File: src/sv/assert_macros.svh
// Assertion macros for the angular dark pixel histogram RTL.
// No dependencies; included by adph_ctrl, which carries concurrent checks.
`ifndef ASSERT_MACROS_SVH
`define ASSERT_MACROS_SVH

// Same-cycle implication, checked out of reset.
`define ADPH_ASSERT_IMPL(lbl, clk, rstn, ante, cons, msg) \
  lbl: assert property (@(posedge clk) disable iff (!rstn) (ante) |-> (cons)) else $error(msg);

// Next-cycle implication, checked out of reset.
`define ADPH_ASSERT_NEXT(lbl, clk, rstn, ante, cons, msg) \
  lbl: assert property (@(posedge clk) disable iff (!rstn) (ante) |=> (cons)) else $error(msg);

`endif

File: src/sv/adph_pkg.sv
// Package for the angular dark pixel histogram: FSM state, command/status
// structs, register indices and the CORDIC arctangent table. No dependencies.
package adph_pkg;

  localparam int CFG_IDX_W    = 3;
  localparam int CFG_DATA_W   = 13;
  localparam int COUNT_W      = 25;
  localparam int ZW           = 16;
  localparam int STEP_W       = 4;
  localparam int CORDIC_LAST  = 13;
  localparam int DSTEP_W      = 5;
  localparam int DIV_LAST     = 16;
  localparam int BIN_PORT_W   = 6;
  localparam int FRAC_W       = 16;
  localparam int QUARTER_MAX  = 16383;

  localparam logic [CFG_IDX_W-1:0] REG_IMAGE_WIDTH  = 3'd0;
  localparam logic [CFG_IDX_W-1:0] REG_IMAGE_HEIGHT = 3'd1;
  localparam logic [CFG_IDX_W-1:0] REG_CENTER_X     = 3'd2;
  localparam logic [CFG_IDX_W-1:0] REG_CENTER_Y     = 3'd3;

  typedef enum logic [7:0] {
    S_IDLE   = 8'b0000_0001,
    S_CORDIC = 8'b0000_0010,
    S_BIN    = 8'b0000_0100,
    S_INC    = 8'b0000_1000,
    S_ORD    = 8'b0001_0000,
    S_OLOAD  = 8'b0010_0000,
    S_DIV    = 8'b0100_0000,
    S_EMIT   = 8'b1000_0000
  } state_t;

  typedef struct packed {
    logic accept;
    logic cordic_step;
    logic bin_read;
    logic bin_update;
    logic out_read;
    logic div_load;
    logic div_step;
    logic emit;
  } cmd_t;

  typedef struct packed {
    logic cordic_done;
    logic frame_end;
    logic div_done;
    logic last_bin;
  } stat_t;

  // atan(2^-i) in units of 2^-16 turn
  function automatic logic signed [ZW-1:0] atan_lut(input logic [STEP_W-1:0] i);
    logic signed [ZW-1:0] r;
    case (i)
      4'd0:    r = 16'sd8192;
      4'd1:    r = 16'sd4836;
      4'd2:    r = 16'sd2555;
      4'd3:    r = 16'sd1297;
      4'd4:    r = 16'sd651;
      4'd5:    r = 16'sd326;
      4'd6:    r = 16'sd163;
      4'd7:    r = 16'sd81;
      4'd8:    r = 16'sd41;
      4'd9:    r = 16'sd20;
      4'd10:   r = 16'sd10;
      4'd11:   r = 16'sd5;
      4'd12:   r = 16'sd3;
      4'd13:   r = 16'sd1;
      default: r = 16'sd0;
    endcase
    return r;
  endfunction

endpackage

File: src/sv/angular_dark_pixel_histogram.sv
// Top level of the angular dark pixel histogram.
// Depends on adph_pkg, adph_ctrl and adph_dp.
//
// One pixel is taken when start is high and busy low; each pixel then holds
// busy through the one-iteration-a-cycle CORDIC angle unit and the
// read-modify-write of the bin memory. After the last pixel of a frame the
// block emits NUM_BINS results in turn (bin read, divider load, restoring
// divide, emit), each on out_* for a single cycle marked by out_valid; the
// receiver cannot stall them. The histogram is cleared by valid bits, with no
// sweep after reset.
module angular_dark_pixel_histogram
  import adph_pkg::*;
#(
  parameter int NUM_BINS   = 36,
  parameter int COORD_BITS = 12
) (
  input  logic                  clk,
  input  logic                  rst_n,
  input  logic                  start,
  output logic                  busy,
  input  logic [7:0]            in_pixel_value,
  input  logic                  cfg_we,
  input  logic [CFG_IDX_W-1:0]  cfg_index,
  input  logic [CFG_DATA_W-1:0] cfg_data,
  output logic                  out_valid,
  output logic [BIN_PORT_W-1:0] out_bin_index,
  output logic [FRAC_W-1:0]     out_fraction,
  output logic                  out_empty_frame,
  output logic                  out_last
);

  cmd_t  cmd;
  stat_t st;

  adph_ctrl u_ctrl (
    .clk   (clk),
    .rst_n (rst_n),
    .start (start),
    .busy  (busy),
    .cmd   (cmd),
    .st    (st)
  );

  adph_dp #(
    .NUM_BINS   (NUM_BINS),
    .COORD_BITS (COORD_BITS)
  ) u_dp (
    .clk             (clk),
    .rst_n           (rst_n),
    .cmd             (cmd),
    .st              (st),
    .pixel_value     (in_pixel_value),
    .cfg_we          (cfg_we),
    .cfg_index       (cfg_index),
    .cfg_data        (cfg_data),
    .out_valid       (out_valid),
    .out_bin_index   (out_bin_index),
    .out_fraction    (out_fraction),
    .out_empty_frame (out_empty_frame),
    .out_last        (out_last)
  );

endmodule

File: src/sv/adph_ctrl.sv
// Controller FSM for the angular dark pixel histogram.
// Depends on adph_pkg and assert_macros.svh; drives adph_dp by cmd_t.
`include "assert_macros.svh"
module adph_ctrl
  import adph_pkg::*;
(
  input  logic  clk,
  input  logic  rst_n,
  input  logic  start,
  output logic  busy,
  output cmd_t  cmd,
  input  stat_t st
);

  state_t state_r, state_nxt;

  always_ff @(posedge clk) begin
    if (!rst_n) begin
      state_r <= S_IDLE;
    end else begin
      state_r <= state_nxt;
    end
  end

  always_comb begin
    state_nxt = state_r;
    cmd       = '0;
    case (state_r)
      S_IDLE: begin
        if (start) begin
          cmd.accept = 1'b1;
          state_nxt  = S_CORDIC;
        end
      end
      S_CORDIC: begin
        cmd.cordic_step = 1'b1;
        if (st.cordic_done) state_nxt = S_BIN;
      end
      S_BIN: begin
        cmd.bin_read = 1'b1;
        state_nxt    = S_INC;
      end
      S_INC: begin
        cmd.bin_update = 1'b1;
        state_nxt      = st.frame_end ? S_ORD : S_IDLE;
      end
      S_ORD: begin
        cmd.out_read = 1'b1;
        state_nxt    = S_OLOAD;
      end
      S_OLOAD: begin
        cmd.div_load = 1'b1;
        state_nxt    = S_DIV;
      end
      S_DIV: begin
        cmd.div_step = 1'b1;
        if (st.div_done) state_nxt = S_EMIT;
      end
      S_EMIT: begin
        cmd.emit  = 1'b1;
        state_nxt = st.last_bin ? S_IDLE : S_ORD;
      end
      default: state_nxt = S_IDLE;
    endcase
  end

  assign busy = (state_r != S_IDLE);

  `ADPH_ASSERT_NEXT(a_accept_busy, clk, rst_n, cmd.accept, busy, "no busy after transfer")
  `ADPH_ASSERT_IMPL(a_emit_after_div, clk, rst_n, state_r == S_EMIT, $past(state_r) == S_DIV, "emit without divide")
  `ADPH_ASSERT_NEXT(a_inc_idle, clk, rst_n, state_r == S_INC && !st.frame_end, state_r == S_IDLE, "pixel did not finish")

endmodule

File: src/sv/adph_dp.sv
// Datapath: config registers, pixel position, CORDIC angle unit, bin memory
// and restoring divider. Depends on adph_pkg; commanded by adph_ctrl.
module adph_dp
  import adph_pkg::*;
#(
  parameter int NUM_BINS   = 36,
  parameter int COORD_BITS = 12
) (
  input  logic                  clk,
  input  logic                  rst_n,
  input  cmd_t                  cmd,
  output stat_t                 st,
  input  logic [7:0]            pixel_value,
  input  logic                  cfg_we,
  input  logic [CFG_IDX_W-1:0]  cfg_index,
  input  logic [CFG_DATA_W-1:0] cfg_data,
  output logic                  out_valid,
  output logic [BIN_PORT_W-1:0] out_bin_index,
  output logic [FRAC_W-1:0]     out_fraction,
  output logic                  out_empty_frame,
  output logic                  out_last
);

  localparam int BW   = $clog2(NUM_BINS);
  localparam int CB   = COORD_BITS;
  localparam int DIMW = CB + 1;
  localparam int CW   = CB + 19;
  localparam int TOP  = 1 << CB;
  localparam int PW   = 23;

  // configuration
  logic [CFG_DATA_W-1:0] w_r, h_r;
  logic [11:0]           cx_r, cy_r;

  always_ff @(posedge clk) begin
    if (!rst_n) begin
      w_r  <= 13'd640;
      h_r  <= 13'd480;
      cx_r <= 12'd320;
      cy_r <= 12'd240;
    end else if (cfg_we) begin
      case (cfg_index)
        REG_IMAGE_WIDTH:  w_r  <= cfg_data;
        REG_IMAGE_HEIGHT: h_r  <= cfg_data;
        REG_CENTER_X:     cx_r <= cfg_data[11:0];
        REG_CENTER_Y:     cy_r <= cfg_data[11:0];
        default: ;
      endcase
    end
  end

  logic [DIMW-1:0] wc, hc;
  always_comb begin
    if (w_r == '0)              wc = DIMW'(1);
    else if (w_r > 13'(TOP))    wc = DIMW'(TOP);
    else                        wc = w_r[DIMW-1:0];
    if (h_r == '0)              hc = DIMW'(1);
    else if (h_r > 13'(TOP))    hc = DIMW'(TOP);
    else                        hc = h_r[DIMW-1:0];
  end

  // pixel position
  logic [CB-1:0]   col_r, row_r;
  logic [DIMW-1:0] col_inc, row_inc;
  logic            row_end, frame_end;

  assign col_inc   = {1'b0, col_r} + DIMW'(1);
  assign row_inc   = {1'b0, row_r} + DIMW'(1);
  assign row_end   = !(col_inc < wc);
  assign frame_end = row_end && !(row_inc < hc);

  always_ff @(posedge clk) begin
    if (!rst_n) begin
      col_r <= '0;
      row_r <= '0;
    end else if (cmd.accept) begin
      if (!row_end) begin
        col_r <= col_inc[CB-1:0];
      end else begin
        col_r <= '0;
        row_r <= frame_end ? '0 : row_inc[CB-1:0];
      end
    end
  end

  // quadrant fold
  logic signed [DIMW-1:0] dx, dy, u0, v0;
  logic [1:0]             quad;
  assign dx = $signed({1'b0, col_r}) - $signed({1'b0, cx_r[CB-1:0]});
  assign dy = $signed({1'b0, cy_r[CB-1:0]}) - $signed({1'b0, row_r});

  always_comb begin
    if (dx > 0 && dy >= 0) begin
      quad = 2'd0; u0 = dx;  v0 = dy;
    end else if (dx <= 0 && dy > 0) begin
      quad = 2'd1; u0 = dy;  v0 = -dx;
    end else if (dx < 0 && dy <= 0) begin
      quad = 2'd2; u0 = -dx; v0 = -dy;
    end else begin
      quad = 2'd3; u0 = -dy; v0 = dx;
    end
  end

  // CORDIC vectoring, one iteration a cycle
  logic signed [CW-1:0] u_r, v_r, us, vs;
  logic signed [ZW-1:0] z_r;
  logic [1:0]           quad_r;
  logic [STEP_W-1:0]    step_r;
  logic                 count_r, fend_r;

  assign us = u_r >>> step_r;
  assign vs = v_r >>> step_r;

  always_ff @(posedge clk) begin
    if (!rst_n) begin
      count_r <= 1'b0;
      fend_r  <= 1'b0;
    end else if (cmd.accept) begin
      count_r <= (pixel_value == 8'd0) && !(dx == 0 && dy == 0);
      fend_r  <= frame_end;
    end
  end

  always_ff @(posedge clk) begin
    if (cmd.accept) begin
      u_r    <= CW'(u0) <<< 16;
      v_r    <= CW'(v0) <<< 16;
      z_r    <= '0;
      quad_r <= quad;
      step_r <= '0;
    end else if (cmd.cordic_step) begin
      step_r <= step_r + STEP_W'(1);
      if (!v_r[CW-1]) begin
        u_r <= u_r + vs;
        v_r <= v_r - us;
        z_r <= z_r + atan_lut(step_r);
      end else begin
        u_r <= u_r - vs;
        v_r <= v_r + us;
        z_r <= z_r - atan_lut(step_r);
      end
    end
  end

  // angle to bin
  logic [13:0]   zc;
  logic [15:0]   ang;
  logic [PW-1:0] prod;
  logic [6:0]    bin_raw;
  logic [BW-1:0] bin_c, bin_r, k_r, rd_addr;

  always_comb begin
    if (z_r < 0)                       zc = '0;
    else if (z_r > ZW'(QUARTER_MAX))   zc = 14'(QUARTER_MAX);
    else                               zc = z_r[13:0];
  end
  assign ang     = {quad_r, zc};
  assign prod    = PW'(ang) * PW'(NUM_BINS);
  assign bin_raw = prod[PW-1:16];
  assign bin_c   = (bin_raw > 7'(NUM_BINS - 1)) ? BW'(NUM_BINS - 1) : bin_raw[BW-1:0];
  assign rd_addr = cmd.bin_read ? bin_c : k_r;

  // bin memory; a cleared entry reads as zero through its valid bit
  logic [COUNT_W-1:0]  mem [NUM_BINS];
  logic [NUM_BINS-1:0] vld_r;
  logic [COUNT_W-1:0]  rd_data_r, cnt_cur, total_r;
  logic                rd_vld_r;
  logic                last_k;

  assign cnt_cur = rd_vld_r ? rd_data_r : '0;
  assign last_k  = (k_r == BW'(NUM_BINS - 1));

  always_ff @(posedge clk) begin
    if (cmd.bin_read || cmd.out_read) begin
      rd_data_r <= mem[rd_addr];
      rd_vld_r  <= vld_r[rd_addr];
    end
    if (cmd.bin_read) bin_r <= bin_c;
    if (cmd.bin_update && count_r) mem[bin_r] <= cnt_cur + COUNT_W'(1);
  end

  always_ff @(posedge clk) begin
    if (!rst_n) begin
      vld_r   <= '0;
      total_r <= '0;
      k_r     <= '0;
    end else begin
      if (cmd.bin_update && count_r) begin
        vld_r[bin_r] <= 1'b1;
        total_r      <= total_r + COUNT_W'(1);
      end
      if (cmd.emit) begin
        k_r <= last_k ? '0 : k_r + BW'(1);
        if (last_k) begin
          vld_r   <= '0;
          total_r <= '0;
        end
      end
    end
  end

  // restoring divider: count * 2^16 / total, 17 quotient bits
  logic [COUNT_W:0]   rem_r, diff;
  logic [16:0]        quo_r;
  logic [DSTEP_W-1:0] dstep_r;
  logic               ge;

  assign ge   = rem_r >= {1'b0, total_r};
  assign diff = ge ? rem_r - {1'b0, total_r} : rem_r;

  always_ff @(posedge clk) begin
    if (cmd.div_load) begin
      rem_r   <= {1'b0, cnt_cur};
      quo_r   <= '0;
      dstep_r <= '0;
    end else if (cmd.div_step) begin
      rem_r   <= {diff[COUNT_W-1:0], 1'b0};
      quo_r   <= {quo_r[15:0], ge};
      dstep_r <= dstep_r + DSTEP_W'(1);
    end
  end

  // result register
  always_ff @(posedge clk) begin
    if (!rst_n) begin
      out_valid <= 1'b0;
    end else begin
      out_valid <= cmd.emit;
    end
  end

  always_ff @(posedge clk) begin
    if (cmd.emit) begin
      out_bin_index   <= BIN_PORT_W'(k_r);
      out_empty_frame <= (total_r == '0);
      out_last        <= last_k;
      if (total_r == '0)  out_fraction <= '0;
      else if (quo_r[16]) out_fraction <= '1;
      else                out_fraction <= quo_r[15:0];
    end
  end

  assign st.cordic_done = (step_r == STEP_W'(CORDIC_LAST));
  assign st.frame_end   = fend_r;
  assign st.div_done    = (dstep_r == DSTEP_W'(DIV_LAST));
  assign st.last_bin    = last_k;

endmodule
File: config.mk
export PLATFORM = sky130hd
export DESIGN_NAME = angular_dark_pixel_histogram
export DESIGN_NICKNAME = d
export VERILOG_FILES = /design/src/sv/adph_pkg.sv /design/src/sv/angular_dark_pixel_histogram.sv /design/src/sv/adph_ctrl.sv /design/src/sv/adph_dp.sv
export VERILOG_INCLUDE_DIRS = /design/src /design/src/sv
export SDC_FILE = /design/constraint.sdc
export NUM_CORES = 2
export LEC_CHECK = 0
export CAP_MARGIN = 20
export CORE_MARGIN = 5
export CORE_UTILIZATION = 64
export DETAILED_ROUTE_END_ITERATION = 16
export DONT_BUFFER_PORTS = 1
export PLACE_DENSITY_LB_ADDON = 0.12
export SLEW_MARGIN = 20
export SYNTH_ARGS = -nofsm -noshare
export SYNTH_HDL_FRONTEND = slang
export SYNTH_SLANG_ARGS = --single-unit
File: constraint.sdc
create_clock -name clk -period 7.2 [get_ports clk]
set_clock_uncertainty 0.1 [all_clocks]
set_input_delay 0.72 -clock clk [delete_from_list [all_inputs] [get_ports clk]]
set_output_delay 0.72 -clock clk [all_outputs]
set_load 0.05 [all_outputs]
# Yosys cells after proc, flatten, opt, wreduce, memory -nomap -nowiden
# Memories as Yosys holds them, arrays and structs flattened. A register that Yosys moved wholly into a read port is not among the register bits.
# Index checks and enable logic that the tools add are counted.
# classes
addsub	18
n_reduce_logical	28
n_eq_ne	18
shift	2
n_mux	68
mul	1
order_cmp	17
bitwise	2
# ops
op	n
2-to-1 mux 31 bit	6
2-to-1 mux 25 bit	7
2-to-1 mux 13 bit	10
2-to-1 mux 16 bit	8
2-to-1 mux 36 bit	3
zero test 32 bit	2
one-hot mux 8 bit (8 select lines)	1
adder 31 bit	2
>>> shifter 31 x 4 -> 31 bit	2
subtractor 31 bit	2
adder 25 x 1 -> 25 bit, second input constant	2
bitwise OR 36 bit	1
2-to-1 mux 14 bit	2
adder 12 x 1 -> 13 bit, second input constant	2
>= comparator 26 x 25 -> 1 bit	1
> comparator 13 x 1 -> 1 bit, second input constant	2
> comparator 13 bit, second input constant	2
<= comparator 13 x 1 -> 1 bit, second input constant	2
zero test 13 bit	2
< comparator 13 bit	2
negation 13 bit	2
subtractor 12 x 12 -> 13 bit	2
zero test 25 bit	1
subtractor 25 bit	1
46 further kinds	87
# word_totals
rom_bits	448
output_inout_bits	26
elab_cells	188
memories	3
reg_bits	315
inputBits	28
ram_bits	900
# mem_list
name	depth	word_bits	rd	rd_ports_with_merged_regs	wr	line	rtl
u_dp.mem	36	25	1	1	1	adph_dp.sv:164	logic [COUNT_W-1:0] mem [NUM_BINS];
(no name shown)	16	14	1	1	0	adph_pkg.sv:54	case (i)
(no name shown)	16	14	1	1	0	adph_pkg.sv:54	

# Logic depth before layout (Yosys ltp)
# logic_depth
depth_word	9
depth_mapped	26
depth_no_buf	22

# By module
# Synthesis repeated with hierarchy kept, for this count alone.
# unflattened
cells_unflattened	6047
area_unflattened_um2	63867.5
# modules_own_cells
module	seq_area_each_um2	cells_per_inst	n_inst	area_per_inst_um2
adph_dp	35083.6	5991	1	63389.5
adph_ctrl	160.2	56	1	478.0

# Least setup slack after synthesis
# OpenSTA, ideal clock, no wires.
# synth_path
path_kind	flip-flop to flip-flop
from	register u_dp.step_r[0]
to	register u_dp.v_r[30], data pin
path_stages_with_launch	26
required_ns	6.846
path_buffers	5
setup_ns	0.254
t_arrival_ns	5.276
setup_slack_ns	1.570
synth_period_minus_slack_ns	5.630
cell_sequence	dfxtp_1 buf_6 buf_6 buf_6 buf_6 buf_2 mux4_2 nand2_1 a21oi_1 a21oi_1 ha_1 and2_0 a21oi_1 xnor2_1 ha_1 or3_1 nor3_1 a211oi_1 a21oi_1 a21oi_1 a211o_1 a311oi_1 o21bai_1 a211oi_1 xor2_1 a21o_1
# synth_via
elab_chain_len	5
word_cells_on_any_way	6
cone_classes	add/sub: 2; shift: 1; mux: 3
# synth_rtl
element	line	rtl
start, declared	adph_dp.sv:108	logic [STEP_W-1:0] step_r;
start signal, assigned	adph_dp.sv:132	step_r <= step_r + STEP_W'(1);
>>> shifter 31 x 4 -> 31 bit *	adph_dp.sv:111	assign us = u_r >>> step_r;
subtractor 31 bit / adder 31 bit (equally long branches)	adph_dp.sv:135, adph_dp.sv:139	
2-to-1 mux 31 bit *	adph_dp.sv:133	if (!v_r[CW-1]) begin
2-to-1 mux 31 bit *	adph_dp.sv:131	end else if (cmd.cordic_step) begin
2-to-1 mux 31 bit *	adph_dp.sv:125	if (cmd.accept) begin
end signal, assigned	adph_dp.sv:127	v_r <= CW'(v0) <<< 16;
end signal, assigned	adph_dp.sv:135	v_r <= v_r - us;
end signal, assigned	adph_dp.sv:139	v_r <= v_r + us;
end, declared	adph_dp.sv:105	logic signed [CW-1:0] u_r, v_r, us, vs;
# Every way passes the cells marked *; elsewhere a longest branch is shown, timed or not. The select of a mux whose other input is x is not followed.
# A chain may end at the register's enable or synchronous reset.

# Worst setup path in the final report
# layout_path
from	register u_dp.step_r[0]
to	register u_dp.v_r[26], data pin
# Same word-level chain as after synthesis.

==> impl_metrics.csv <==
group,metric,value,unit
timing,fin_crit_sh,88.0,%
timing,tightest_slew,1.19,ns
power,power,19300,µW
synthesis,synth_area_leaders,"edfxtp_1 (49%), dfxtp_1 (7.8%), nand2_1 (4.8%)",
run,drv_cap,0,
finish,area_growth,10.0,%
timing,drv_slew,0,
place,gp_congestion,0.928,
timing,hold_viol,0,
global_routing,track_usage,31.4,%
clock_network,path_clk_slew,0.06,ns
routing,routedWlPerCell,24.2,µm
timing,slew_headroom,20.6,%
clock_network,cts_root_buf,"clkbuf_16",
routing,drc,0,
timing,fin_tns_setup,0,ns
finish,fin_area,0.0684,mm²
floorplanning,io-pin-count,54,
routing,viasPerCell,6.55,
synthesis,synth.distinct_cells,97,
global_routing,grt_remaining_overflow,0,
synthesis,synth_top_area_share,48.9,%
floorplanning,dieWidth,322,µm
floorplanning,num_rows,114,
critical_path,end_kind,"flip-flop",
timing,fmax,158,MHz
timing,worst_slack,0.864,ns
floorplanning,die-area,0.103,mm²
routing,firstDrtPassIters,9,
floorplanning,die_h,322,µm
finish,drive_gt1_share,8.90,%
power,power_density,282,mW/mm²
routing,drtAntennaViolNets,0,
clock_network,tritoncts,"built",
synthesis,async_flop_share,0,%
synthesis,yosysWarnings,0,
synthesis,yosysSeqAreaShare,56.7,%
floorplanning,core,0.0966,mm²
finish,antenna_cells,0,
clock_network,cts-buffers-inserted,131,
timing,rsz0062_at_grt,"false",
global_routing,grt_pass1_wl,252,mm
synthesis,syn_inst,5513,
critical_path,worst-path-max-fanout,51,
run_status,status,"complete, no violations",
timing,setup_viol,0,
finish,fillerInstances,6746,
synthesis,post-synth-top-area-cell,"edfxtp_1",
routing,wl,166,mm
routing,dr_total_vias,44893,
global_routing,grt_pass1_vias,42497,
place,dpl.hpwl,104,mm
clock_network,htreeDepth,4,
synthesis,synth_edf_count,1013,
floorplanning,initial_core_util,64.4,%
global_routing,antenna_found_initial,3,
clock_network,clock_latency,0.75,ns
place,portBuffers,0,
finish,regArea,0.0353,mm²
place,pre_cts_slack,0.893,ns
finish,multi_input_area,0.0257,mm²
synthesis,netlist_area,0.0622,mm²
critical_path,critPathKind,"reg2reg",
power,leakagePower,0.0255,µW
clock_network,post_cts_resized,0,
clock_network,clk_path_buf_depth,3,
critical_path,cp-start-kind,"flip-flop",
synthesis,syn_nets,5737,
synthesis,ys_ff_latch,1254,
power,ir_worst_vdd,272,µV
routing,drt_iter0_drc,5009,
synthesis,synth.avg_cell_area,11.3,µm²
hold_path,hold_class,"in2reg",
critical_path,critical_path_required,7.55,ns
clock_network,cts_setup_buffers,0,
clock_network,clkSinkCount,1254,
global_routing,grt_max_degree,128,
timing,period_needed,6.34,ns
synthesis,synth_flop_cell,"edfxtp_1",
critical_path,worstPathArrival,6.68,ns
finish,nets,5699,
place,placed_cell_area,0.0638,mm²
synth_stat cells (49+ instances only):
library cell / number
a211oi_1: 73
o22ai_1: 111
dfxtp_1: 241
nor3_1: 63
nor4_1: 51
buf_2: 64
xnor2_1: 165
mux2i_1: 267
a21oi_1: 325
xor2_1: 90
nor2_1: 396
a21o_1: 49
inv_1: 142
a31oi_1: 58
o21ai_0: 194
edfxtp_1: 1013
nand3_1: 288
clkbuf_1: 180
mux4_2: 70
a21boi_0: 69
nand2_1: 789
ha_1: 190
worst paths after layout:
| kind | start | end | slack [ns] | cells past startpoint |
|---|---|---|---|---|
| worst min-delay path | rst_n | u_dp.k_r[0]$_SDFFE_PN0P_ | 0.04 | 1 |
| worst max register to register | u_dp.step_r[0]$_SDFFE_PP0P_ | u_dp.v_r[26]$_DFFE_PP_ | 0.86 | 19 |
| worst min register to register | u_dp.vld_r[17]$_SDFF_PN0_ | u_dp.vld_r[17]$_SDFF_PN0_ | 0.37 | 2 |
| worst max-delay path | u_dp.step_r[0]$_SDFFE_PP0P_ | u_dp.v_r[26]$_DFFE_PP_ | 0.86 | 19 |
cells by family after synthesis:
kind of cell | synth area share [%]
flip-flops | 56.7
adder cells (fa/ha/maj) | 4.02
buffers and inverters | 2.79
multiplexers | 7.37
AND/OR/NAND/NOR | 13.8
AO/OA/AOI/OAI | 11.7
XOR/XNOR | 3.59
where the power goes:
part	internal, µW	switching, µW	total, µW
registers	7870	259	8130
logic	1910	2530	4440
clock network	3850	2870	6720
what timing repair did:
action,4_1_cts,5_1_grt
setup endpoints to repair,0,0
hold buffers,16,0
hold endpoints to repair,48,0
critical path, cell delays in order (launching register included):
cell      delay [ns]
dfxtp_4         0.89
mux4_2          0.62
mux4_2          0.53
nor2_1          0.20
and3_1          0.18
and2_0          0.33
a21oi_1         0.14
xnor2_1         0.15
ha_1            0.22
or3_1           0.42
nor3_1          0.20
a211oi_1        0.07
a21oi_1         0.36
a21oi_1         0.16
a211o_1         0.33
a311oi_1        0.43
o21bai_1        0.18
a21oi_1         0.22
xor2_1          0.21
o211ai_1        0.10
per-layer routing:
layer,vias up,track usage (%),wire [µm]
li1,20404,-,-
met1,21912,42.8,65900
met2,2190,51.4,79300
met3,385,5.94,15100
met4,2,10.8,5990
met5,-,0,13
flip-flops by register name, summed over array words and instances, names as in the netlist, 13 cells and up, named ones only:
signal / flops
u_dp.mem: 900
u_dp.vld_r: 36
u_dp.u_r: 31
u_dp.v_r: 31
u_dp.rem_r: 26
u_dp.rd_data_r: 25
u_dp.total_r: 25
u_dp.quo_r: 17
u_dp.out_fraction: 16
u_dp.z_r: 16
u_dp.h_r: 13
u_dp.w_r: 13
through the flow:
step / util, % / hold slack (ns) / instances
finish: 70.9 / 0.0390 / 6859
detailed placement: 66.1 / 0.358 / 6596
CTS: 70.7 / 0.00123 / 6853
floorplan: - / 0.340 / 5513
global route: 70.9 / 0.0109 / 6859
global placement: 66.0 / 0.349 / 6592
final cells by class:
type	instances	area share, %
tap	1276	2.33
timing repair buffer	105	1.60
multi-input combinational	3839	37.5
clock buffer	163	5.06
clock inverter	78	1.19
inverter	144	0.790
sequential	1254	51.5
cells in the final DEF (no fill, tap or decap), types with 111 or more instances in the layout:
cell type  synthesis  layout
edfxtp_1        1013    1013
nand2_1          789     785
nor2_1           396     358
a21oi_1          325     325
nand3_1          288     288
mux2i_1          267     266
dfxtp_1          241     237
o21ai_0          194     193
ha_1             190     189
xnor2_1          165     159
inv_1            142     142
clkbuf_16          0     133
o22ai_1          111     111
(Power assumes the default switching activity.)
